`src/apf_pkg.sv`:
```
package apf_pkg;

	localparam int NAME_MAX_BYTES = 32;
	localparam int PATTERN_LENGTH = 15;
	localparam int NAME_SLOTS     = 32;

	localparam logic [15:0] MAGIC_RESET = 16'hAABB;

	localparam logic [7:0] TYPE_SHORT_NAME    = 8'h08;
	localparam logic [7:0] TYPE_COMPLETE_NAME = 8'h09;
	localparam logic [7:0] TYPE_MFR_DATA      = 8'hFF;
	localparam logic [7:0] BYTE_LIMIT         = 8'hFF;

	// parse phase codes
	localparam logic [1:0] PH_LEN  = 2'd0;
	localparam logic [1:0] PH_TYPE = 2'd1;
	localparam logic [1:0] PH_DATA = 2'd2;
	localparam logic [1:0] PH_DONE = 2'd3;

	// field kind codes
	localparam logic [1:0] KIND_OTHER = 2'd0;
	localparam logic [1:0] KIND_NAME  = 2'd1;
	localparam logic [1:0] KIND_MFR   = 2'd2;

	// manufacturer magic progress codes
	localparam logic [1:0] MP_NONE  = 2'd0;
	localparam logic [1:0] MP_FIRST = 2'd1;
	localparam logic [1:0] MP_BOTH  = 2'd2;
	localparam logic [1:0] MP_FAIL  = 2'd3;

	// server name, zero padded; only the first PATTERN_LENGTH entries are compared
	localparam logic [7:0] SERVER_NAME [0:NAME_SLOTS-1] = '{
		8'h73, 8'h6C, 8'h65, 8'h5F, 8'h75, 8'h61, 8'h72, 8'h74,
		8'h5F, 8'h73, 8'h65, 8'h72, 8'h76, 8'h65, 8'h72, 8'h00,
		8'h00, 8'h00, 8'h00, 8'h00, 8'h00, 8'h00, 8'h00, 8'h00,
		8'h00, 8'h00, 8'h00, 8'h00, 8'h00, 8'h00, 8'h00, 8'h00
	};

	typedef struct packed {
		logic       shift;
		logic [7:0] data;
	} win_ctl_t;

endpackage

```
`src/apf_if.sv`:
```
interface apf_byte_if;
	logic       valid;
	logic       ready;
	logic [7:0] payload_byte;
	logic       is_final_byte;

	modport source (output valid, output payload_byte, output is_final_byte, input ready);
	modport sink (input valid, input payload_byte, input is_final_byte, output ready);
endinterface

interface apf_flags_if;
	logic valid;
	logic ready;
	logic any_match;
	logic name_match;
	logic magic_match;

	modport source (output valid, output any_match, output name_match, output magic_match,
		input ready);
	modport sink (input valid, input any_match, input name_match, input magic_match,
		output ready);
endinterface

```
`src/apf_name_window.sv`:
```
module apf_name_window (
	input  logic              clk,
	input  apf_pkg::win_ctl_t ctl,
	output logic              hit
);

	logic [7:0] win_q  [0:apf_pkg::PATTERN_LENGTH-1];
	logic [7:0] win_nx [0:apf_pkg::PATTERN_LENGTH-1];

	// newest byte enters slot zero
	assign win_nx[0] = ctl.data;
	for (genvar k = 1; k < apf_pkg::PATTERN_LENGTH; k++) begin : g_shift
		assign win_nx[k] = win_q[k-1];
	end

	// oldest slot holds the first character of the name
	always_comb begin
		hit = 1'b1;
		for (int i = 0; i < apf_pkg::PATTERN_LENGTH; i++) begin
			if (win_nx[apf_pkg::PATTERN_LENGTH-1-i] != apf_pkg::SERVER_NAME[i]) begin
				hit = 1'b0;
			end
		end
	end

	always_ff @(posedge clk) begin
		if (ctl.shift) begin
			win_q <= win_nx;
		end
	end

endmodule

```
`src/advertising_payload_filter_core.sv`:
```
// Path: an accepted beat loads the input register; when a final beat leaves it, its flags
//   load the result register and appear on result.valid.
// Throughput: one payload byte per cycle; a final byte waits in the input register
//   only while the previous result is still untaken, other bytes never wait.
// Reset (arst_n low): parser state, parser flags and valid bits clear; magic word returns to 0xaabb.
module advertising_payload_filter_core (
	input  logic           clk,
	input  logic           arst_n,
	input  logic           cfg_we,
	input  logic [15:0]    cfg_wdata,
	apf_byte_if.sink       rx,
	apf_flags_if.source    result
);

	// configuration
	logic [15:0] magic_word_q;

	// input register
	logic       valid_s1;
	logic [7:0] byte_s1;
	logic       final_s1;

	// parser state
	logic [1:0] phase_q, phase_d;
	logic [7:0] seen_q, seen_d;
	logic [7:0] remain_q, remain_d;
	logic [1:0] kind_q, kind_d;
	logic [7:0] idx_q, idx_d;
	logic       ended_q, ended_d;
	logic       found_q, found_d;
	logic [1:0] prog_q, prog_d;
	logic       name_flag_q, name_flag_d;
	logic       mfr_flag_q, mfr_flag_d;

	// result register
	logic out_valid_q;
	logic any_q, name_q, magic_q;

	logic              advance;
	logic              fire;
	logic              walk;
	logic              field_end;
	logic [7:0]        remain_m1;
	apf_pkg::win_ctl_t win_ctl;
	logic              win_hit;

	// Drain the input register unless a final beat would overwrite an untaken result.
	assign advance  = !final_s1 || !out_valid_q || result.ready;
	assign fire     = valid_s1 && advance;
	assign rx.ready = !valid_s1 || advance;

	assign walk      = seen_q != apf_pkg::BYTE_LIMIT;
	assign remain_m1 = remain_q - 8'd1;

	// A name byte goes into the window only while the name is still open and within bounds.
	assign win_ctl.data  = byte_s1;
	assign win_ctl.shift = fire && walk && phase_q == apf_pkg::PH_DATA
		&& kind_q == apf_pkg::KIND_NAME && !ended_q
		&& idx_q < 8'(apf_pkg::NAME_MAX_BYTES) && byte_s1 != 8'd0;

	apf_name_window u_window (
		.clk (clk),
		.ctl (win_ctl),
		.hit (win_hit)
	);

	always_comb begin
		phase_d     = phase_q;
		seen_d      = seen_q;
		remain_d    = remain_q;
		kind_d      = kind_q;
		idx_d       = idx_q;
		ended_d     = ended_q;
		found_d     = found_q;
		prog_d      = prog_q;
		name_flag_d = name_flag_q;
		mfr_flag_d  = mfr_flag_q;
		field_end   = 1'b0;

		if (walk) begin
			seen_d = seen_q + 8'd1;
			case (phase_q)
				apf_pkg::PH_LEN: begin
					if (byte_s1 == 8'd0) begin
						phase_d = apf_pkg::PH_DONE;
					end else begin
						remain_d = byte_s1;
						phase_d  = apf_pkg::PH_TYPE;
					end
				end
				apf_pkg::PH_TYPE: begin
					if (byte_s1 inside {apf_pkg::TYPE_SHORT_NAME,
							apf_pkg::TYPE_COMPLETE_NAME}) begin
						kind_d = apf_pkg::KIND_NAME;
					end else if (byte_s1 == apf_pkg::TYPE_MFR_DATA) begin
						kind_d = apf_pkg::KIND_MFR;
					end else begin
						kind_d = apf_pkg::KIND_OTHER;
					end
					idx_d    = 8'd0;
					ended_d  = 1'b0;
					found_d  = 1'b0;
					prog_d   = apf_pkg::MP_NONE;
					remain_d = remain_m1;
					if (remain_m1 == 8'd0) begin
						field_end = 1'b1;
					end else begin
						phase_d = apf_pkg::PH_DATA;
					end
				end
				apf_pkg::PH_DATA: begin
					// name tracking: a zero byte closes the name
					if (kind_q == apf_pkg::KIND_NAME && !ended_q
							&& idx_q < 8'(apf_pkg::NAME_MAX_BYTES)) begin
						if (byte_s1 == 8'd0) begin
							ended_d = 1'b1;
						end else if (idx_q >= 8'(apf_pkg::PATTERN_LENGTH - 1) && win_hit) begin
							found_d = 1'b1;
						end
					end
					// magic word over the first two data bytes
					if (kind_q == apf_pkg::KIND_MFR) begin
						if (idx_q == 8'd0) begin
							prog_d = (byte_s1 == magic_word_q[15:8])
								? apf_pkg::MP_FIRST : apf_pkg::MP_FAIL;
						end else if (idx_q == 8'd1 && prog_q == apf_pkg::MP_FIRST) begin
							prog_d = (byte_s1 == magic_word_q[7:0])
								? apf_pkg::MP_BOTH : apf_pkg::MP_FAIL;
						end
					end
					if (idx_q != apf_pkg::BYTE_LIMIT) begin
						idx_d = idx_q + 8'd1;
					end
					remain_d = remain_m1;
					field_end = remain_m1 == 8'd0;
				end
				default: begin
				end
			endcase

			// A field counts only once its last byte is in.
			if (field_end) begin
				name_flag_d = name_flag_q || found_d;
				mfr_flag_d  = mfr_flag_q || prog_d == apf_pkg::MP_BOTH;
				phase_d     = apf_pkg::PH_LEN;
			end
		end
	end

	always_ff @(posedge clk or negedge arst_n) begin
		if (!arst_n) begin
			magic_word_q <= apf_pkg::MAGIC_RESET;
		end else if (cfg_we) begin
			magic_word_q <= cfg_wdata;
		end
	end

	always_ff @(posedge clk or negedge arst_n) begin
		if (!arst_n) begin
			valid_s1 <= 1'b0;
		end else if (rx.ready) begin
			valid_s1 <= rx.valid;
		end
	end

	always_ff @(posedge clk) begin
		if (rx.ready && rx.valid) begin
			byte_s1  <= rx.payload_byte;
			final_s1 <= rx.is_final_byte;
		end
	end

	// Advance the parser on each byte; drop back to the start state after the final one.
	always_ff @(posedge clk or negedge arst_n) begin
		if (!arst_n) begin
			phase_q     <= apf_pkg::PH_LEN;
			seen_q      <= 8'd0;
			remain_q    <= 8'd0;
			kind_q      <= apf_pkg::KIND_OTHER;
			idx_q       <= 8'd0;
			ended_q     <= 1'b0;
			found_q     <= 1'b0;
			prog_q      <= apf_pkg::MP_NONE;
			name_flag_q <= 1'b0;
			mfr_flag_q  <= 1'b0;
		end else if (fire) begin
			if (final_s1) begin
				phase_q     <= apf_pkg::PH_LEN;
				seen_q      <= 8'd0;
				remain_q    <= 8'd0;
				kind_q      <= apf_pkg::KIND_OTHER;
				idx_q       <= 8'd0;
				ended_q     <= 1'b0;
				found_q     <= 1'b0;
				prog_q      <= apf_pkg::MP_NONE;
				name_flag_q <= 1'b0;
				mfr_flag_q  <= 1'b0;
			end else begin
				phase_q     <= phase_d;
				seen_q      <= seen_d;
				remain_q    <= remain_d;
				kind_q      <= kind_d;
				idx_q       <= idx_d;
				ended_q     <= ended_d;
				found_q     <= found_d;
				prog_q      <= prog_d;
				name_flag_q <= name_flag_d;
				mfr_flag_q  <= mfr_flag_d;
			end
		end
	end

	// Result register: hold flags until the sink takes the beat.
	always_ff @(posedge clk or negedge arst_n) begin
		if (!arst_n) begin
			out_valid_q <= 1'b0;
		end else if (fire && final_s1) begin
			out_valid_q <= 1'b1;
		end else if (result.ready) begin
			out_valid_q <= 1'b0;
		end
	end

	always_ff @(posedge clk) begin
		if (fire && final_s1) begin
			any_q   <= name_flag_d || mfr_flag_d;
			name_q  <= name_flag_d;
			magic_q <= mfr_flag_d;
		end
	end

	assign result.valid       = out_valid_q;
	assign result.any_match   = any_q;
	assign result.name_match  = name_q;
	assign result.magic_match = magic_q;

endmodule
```
`src/flat_wrapper.sv`:
```
// flat-port wrapper written by rule: the top's interface ports become plain ports
module advertising_payload_filter_core_flat 
  (clk, arst_n, cfg_we, cfg_wdata, rx_valid, rx_payload_byte, rx_is_final_byte, rx_ready, result_valid, result_any_match, result_name_match, result_magic_match, result_ready);
  apf_byte_if rx_i ();
  apf_flags_if result_i ();
  input  logic clk;
  input  logic arst_n;
  input  logic cfg_we;
  input  logic [15:0] cfg_wdata;
  input wire logic [$bits(rx_i.valid)-1:0] rx_valid;
  input wire logic [$bits(rx_i.payload_byte)-1:0] rx_payload_byte;
  input wire logic [$bits(rx_i.is_final_byte)-1:0] rx_is_final_byte;
  output wire logic [$bits(rx_i.ready)-1:0] rx_ready;
  output wire logic [$bits(result_i.valid)-1:0] result_valid;
  output wire logic [$bits(result_i.any_match)-1:0] result_any_match;
  output wire logic [$bits(result_i.name_match)-1:0] result_name_match;
  output wire logic [$bits(result_i.magic_match)-1:0] result_magic_match;
  input wire logic [$bits(result_i.ready)-1:0] result_ready;
  assign rx_i.valid = rx_valid;
  assign rx_i.payload_byte = rx_payload_byte;
  assign rx_i.is_final_byte = rx_is_final_byte;
  assign rx_ready = rx_i.ready;
  assign result_valid = result_i.valid;
  assign result_any_match = result_i.any_match;
  assign result_name_match = result_i.name_match;
  assign result_magic_match = result_i.magic_match;
  assign result_i.ready = result_ready;
  advertising_payload_filter_core u_core (.clk(clk), .arst_n(arst_n), .cfg_we(cfg_we), .cfg_wdata(cfg_wdata), .rx(rx_i), .result(result_i));
endmodule
```
`config.mk`:
```
export PLATFORM = sky130hd
export DESIGN_NAME = advertising_payload_filter_core_flat
export DESIGN_NICKNAME = d
export VERILOG_FILES = /design/src/apf_pkg.sv /design/src/apf_if.sv /design/src/apf_name_window.sv /design/src/advertising_payload_filter_core.sv /design/src/flat_wrapper.sv
export SDC_FILE = /design/constraint.sdc
export NUM_CORES = 1
export LEC_CHECK = 0
export BUFFER_PORTS_ARGS = -buffer_cell sky130_fd_sc_hd__buf_2
export CAP_MARGIN = 20
export CORE_AREA = 10 10 120 122
export DETAILED_ROUTE_END_ITERATION = 8
export DIE_AREA = 0 0 130 132
export GPL_TIMING_DRIVEN = 0
export PLACE_DENSITY = 0.78
export REMOVE_ABC_BUFFERS = 1
export SYNTH_ARGS = -nofsm -noshare
export SYNTH_HDL_FRONTEND = slang
export SYNTH_SLANG_ARGS = --single-unit
```
`constraint.sdc`:
```
create_clock -name clk -period 12.71 [get_ports clk]
set_clock_uncertainty 0.2 [all_clocks]
set_input_delay 2.542 -clock clk [delete_from_list [all_inputs] [get_ports clk]]
set_output_delay 2.542 -clock clk [all_outputs]
set_load 0.02 [all_outputs]
```
# Yosys cells after proc, flatten, opt, wreduce, memory -nomap -nowiden
# Cells that the tools add are included.
# Widths: inputs -> output; s select.
# totals
reg_bits,176
in_bits,30
wordCells,181
# classes
addsub,3
n_lt_le_gt_ge,2
n_eq_ne,34
mux,68
n_reduce_logical,42
# ops
op,count
$ne 8x7->1 const B,15
$mux 8,8
$mux 1,36
$mux 2,17
$pmux 8 s2,2
$logic_not 8->1,3
$add 8x1->8 const B,2
$eq 8x4->1 const B,2
$eq 8x8->1,2
$ne 8x8->1 const B,2
$logic_and 1x1->1,13
$ne 3x2->1 const B,4
$reduce_and 4->1,3
$eq 8x1->1 const B,1
$eq 8x8->1 const B,1
$ge 8x4->1 const B,1
$lt 8x6->1 const B,1
$pmux 2 s2,2
$reduce_bool 2->1,4
$reduce_bool 8->1,1
$sub 8x1->8 const B,1
$eq 2x1->1 const B,3
$eq 2x2->1 const B,3
$logic_or 1x1->1,6
other kinds (10),16

# Logic depth before layout (Yosys ltp)
# depth
ltp_word,26
mapped_depth,9
depth_no_buf,8

# By module
# Synthesis repeated with hierarchy kept, for this count alone.
# hier_totals
hier_cells,502
area_unflattened_um2,7218.2
# by_module_without_submodules
mod,n_inst,cells_each,area_per_inst_um2,seq_area_each_um2
apf_name_window,1,155,3711.1,3363.2
advertising_payload_filter_core,1,347,3507.1,1674.1

# Least setup slack after synthesis
# No wires, ideal clock.
# synth_timing
kind,input -> register
from,input result_ready
to,"register u_core.u_window.win_q (netlist bit u_core.u_window.win_nx[0]), enable pin"
setup_time_ns,0.721
arrival_ns,10.378
slack_ns,1.411
stages,3
n_path_buf,0
cell_sequence,nand3b_1 -> nand2_1 -> nor3_1
# synth_lines
item,line,rtl
start: declaration,flat_wrapper.sv:18,input wire logic [$bits(result_i.ready)-1:0] result_ready;
end signal: assignment,apf_name_window.sv:28,win_q <= win_nx;
end: declaration,apf_name_window.sv:7,logic [7:0] win_q [0:apf_pkg::PATTERN_LENGTH-1];

# Final worst setup path
# layout_timing
from,input result_ready
to,output rx_ready
# layout_via
elab_chain_cells,2
# layout_lines
item,line,rtl
$logic_or 1x1->1,advertising_payload_filter_core.sv:48,assign advance = !final_s1 || !out_valid_q || result.ready;
$logic_or 1x1->1,advertising_payload_filter_core.sv:50,assign rx.ready = !valid_s1 || advance;
end: declaration,flat_wrapper.sv:13,output wire logic [$bits(rx_i.ready)-1:0] rx_ready;
# No other way between the ends.

==> metrics.cfg <==
[synthesis]
seq_area_frac_synth_pct=70.72
synth_edf_count=124
ys_seq_elements=176
synth_area_um2=7123
synthTopCellsByCount=edfxtp_1 (124), dfrtp_1 (42), nor2_1 (32)
synthDistinctLibCells=62
synth_flop_cell=edfxtp_1
ys.warnings.count=0
avgSynthCellArea_um2=15.06
synthTopCellsByArea=edfxtp_1 (52%), dfrtp_1 (15%), dfstp_2 (3.7%)
synth_top_area_share_pct=52.27
synth_top_area_cell=edfxtp_1
syn_inst=473
yosysMostFrequentCell=edfxtp_1
synth-async-reset-ratio_pct=29.55

[clocking]
numCtsBuffers=17
hold_buffers=0
clk_latency_ps=420
cts_num_sinks=176
clockRootBuffer=clkbuf_16
cts_buffer_depth=2
clkTransAtPathRegs_ps=60
cts_max_level=4
tritoncts=built
cts_setup_buffers=0
cts_resized=0

[finish]
nNetsFinal=567
fin_cells=686
area_delta_synth_final_pct=14.39
n_antenna_cell=0
design_area_um2=8148
drive_gt1_share_pct=21.34

[power_and_ir_drop]
cellLeakagePower_nw=2.991
max-vdd-ir-drop_mv=0.1319
power.density_nw_per_um2=171.3
power_mw=1.395

[timing]
finalHoldViolCount=0
max-slew-margin-rel_pct=42.22
setup_viol=0
worstMarginPinSlew_ps=862.0
rsz0062_at_grt=no
fmax_ghz=0.1716
post-route-period-util_pct=45.84
setup_tns_ps=0
period_minus_slack_ps=5826
fin_ws_ps=6884
finalMaxSlewViolations=0

[grt]
grt_max_degree=28
antenna_found_initial=0
overflow=0
grt_use_total_pct=16.13
grt_pass1_vias=4241
grt_pass1_wl_um=21590

[critical_path]
r2r_slack_ps=9380
crit_required_ps=9970
worstSetupPathType=input pin to primary output
r2r-start=u_core.final_s1
reg2regPathDepth=8
cp.arrival_ps=3080
start_kind=input pin
regToRegEndpoint=u_core.remain_q[3]
path_max_fanout=3
cp-end-kind=primary output

[detailed_routing]
drt-met1-wl_um=5916
wl_met2_um=6484
wl_um=13310
wl_met3_um=763
drtIter0Drc=492
first_pass_iters=5
ant_nets=0
wl_per_cell_um=19.40
viasPerCell=5.994
top_layer_used=met4
via_count=4112
drc=0

[floorplanning]
core_um2=11910
die_w_um=130
initial_core_util_pct=59.80
core.rowCount=40
ios=35
die_area_um2=17160
die_height_um=132

[job]
cap_viol_max_count=0

[placement]
gp_congestion=0.8511
place_hpwl_um=9240
place_inst=653
dpl_worst_slack_ps=6891
dpl_cell_area_um2=7550
port-buffer-count=34

[status]
status=completed

[worst_hold_path]
hold_path.class=register to register
min_to=u_core.u_window.win_nx[91]
hold-path-cell-count=0
min_from=u_core.u_window.win_nx[99]

[worst max path at each step]
stage,startpoint,endpoint,slack [ps],cells past startpoint
global placement,result_ready,u_core.u_window.win_nx[19],-940,4
detailed placement,result_ready,rx_ready,6890,3
CTS,result_ready,rx_ready,6890,3
finish,result_ready,rx_ready,6880,3
global route,result_ready,rx_ready,6850,3
floorplan,result_ready,u_core.u_window.win_nx[0],1410,3
[layout make-up]
class                      count  area [um2]
clock buffer                  18       429.2
clock inverter                14       161.4
fill                         806        3764
inverter                      12       45.04
multi-input combinational    274        1992
sequential                   176        5037
tap                          147       183.9
timing repair buffer          45       299.0
[kinds of logic after synthesis]
group / after synthesis / synth area share [%]
compound gates: 58 / 6.148
simple gates: 158 / 13.46
xor+xnor: 30 / 3.689
buf+inv: 23 / 1.388
fa+ha+maj: 11 / 1.932
mux: 17 / 2.670
flops: 176 / 70.72
[critical path, cell delays in order]
cell,delay [ps]
buf_2,110
nand4b_1,210
buf_2,230
[layout by cell type, fill, tap and decap left out, types with 16 or more instances in the layout]
cell       Yosys  final
edfxtp_1     124    124
dfrtp_1       42     42
buf_2          1     34
nor2_1        32     32
nand2_1       23     23
nand4_1       23     23
o21ai_0       21     21
xor2_1        17     17
clkbuf_16      0     17
mux2_2        16     16
[power by group]
group | switching [mW] | internal [mW]
clock network | 0.214 | 0.309
registers | 0.0347 | 0.638
logic | 0.115 | 0.0848
[sequential cells by signal (all words and copies together), names as in the netlist]
name / flops
u_core.remain_q: 8
u_core.kind_q: 2
u_core.phase_q: 2
u_core.ended_q: 1
u_core.result.magic_match: 1
u_core.byte_s1: 8
u_core.idx_q: 8
u_core.u_window.win_nx: 112
u_core.name_flag_q: 1
u_core.mfr_flag_q: 1
u_core.result.name_match: 1
u_core.result.valid: 1
u_core.prog_q: 2
u_core.valid_s1: 1
u_core.final_s1: 1
u_core.seen_q: 8
u_core.result.any_match: 1
u_core.magic_word_q: 16
u_core.found_q: 1
[layer usage]
| layer | vias up | global-route usage, % |
|---|---|---|
| met4 | 0 | 4.625 |
| li1 | 1930 | - |
| met3 | 14 | 5.270 |
| met2 | 106 | 25.24 |
| met1 | 2062 | 20.93 |
| met5 | - | 0 |
[metrics by stage]
| step | hold WS [ps] | utilization, % |
|---|---|---|
| after detailed placement | 224.1 | 63.38 |
| after global routing | 252.3 | 68.40 |
| after floorplan | 216.6 | - |
| final | 239.1 | 68.40 |
| after global placement | 221.9 | 62.32 |
| after CTS | 239.1 | 68.34 |
Note: power is estimated with default switching activity, not from simulation.
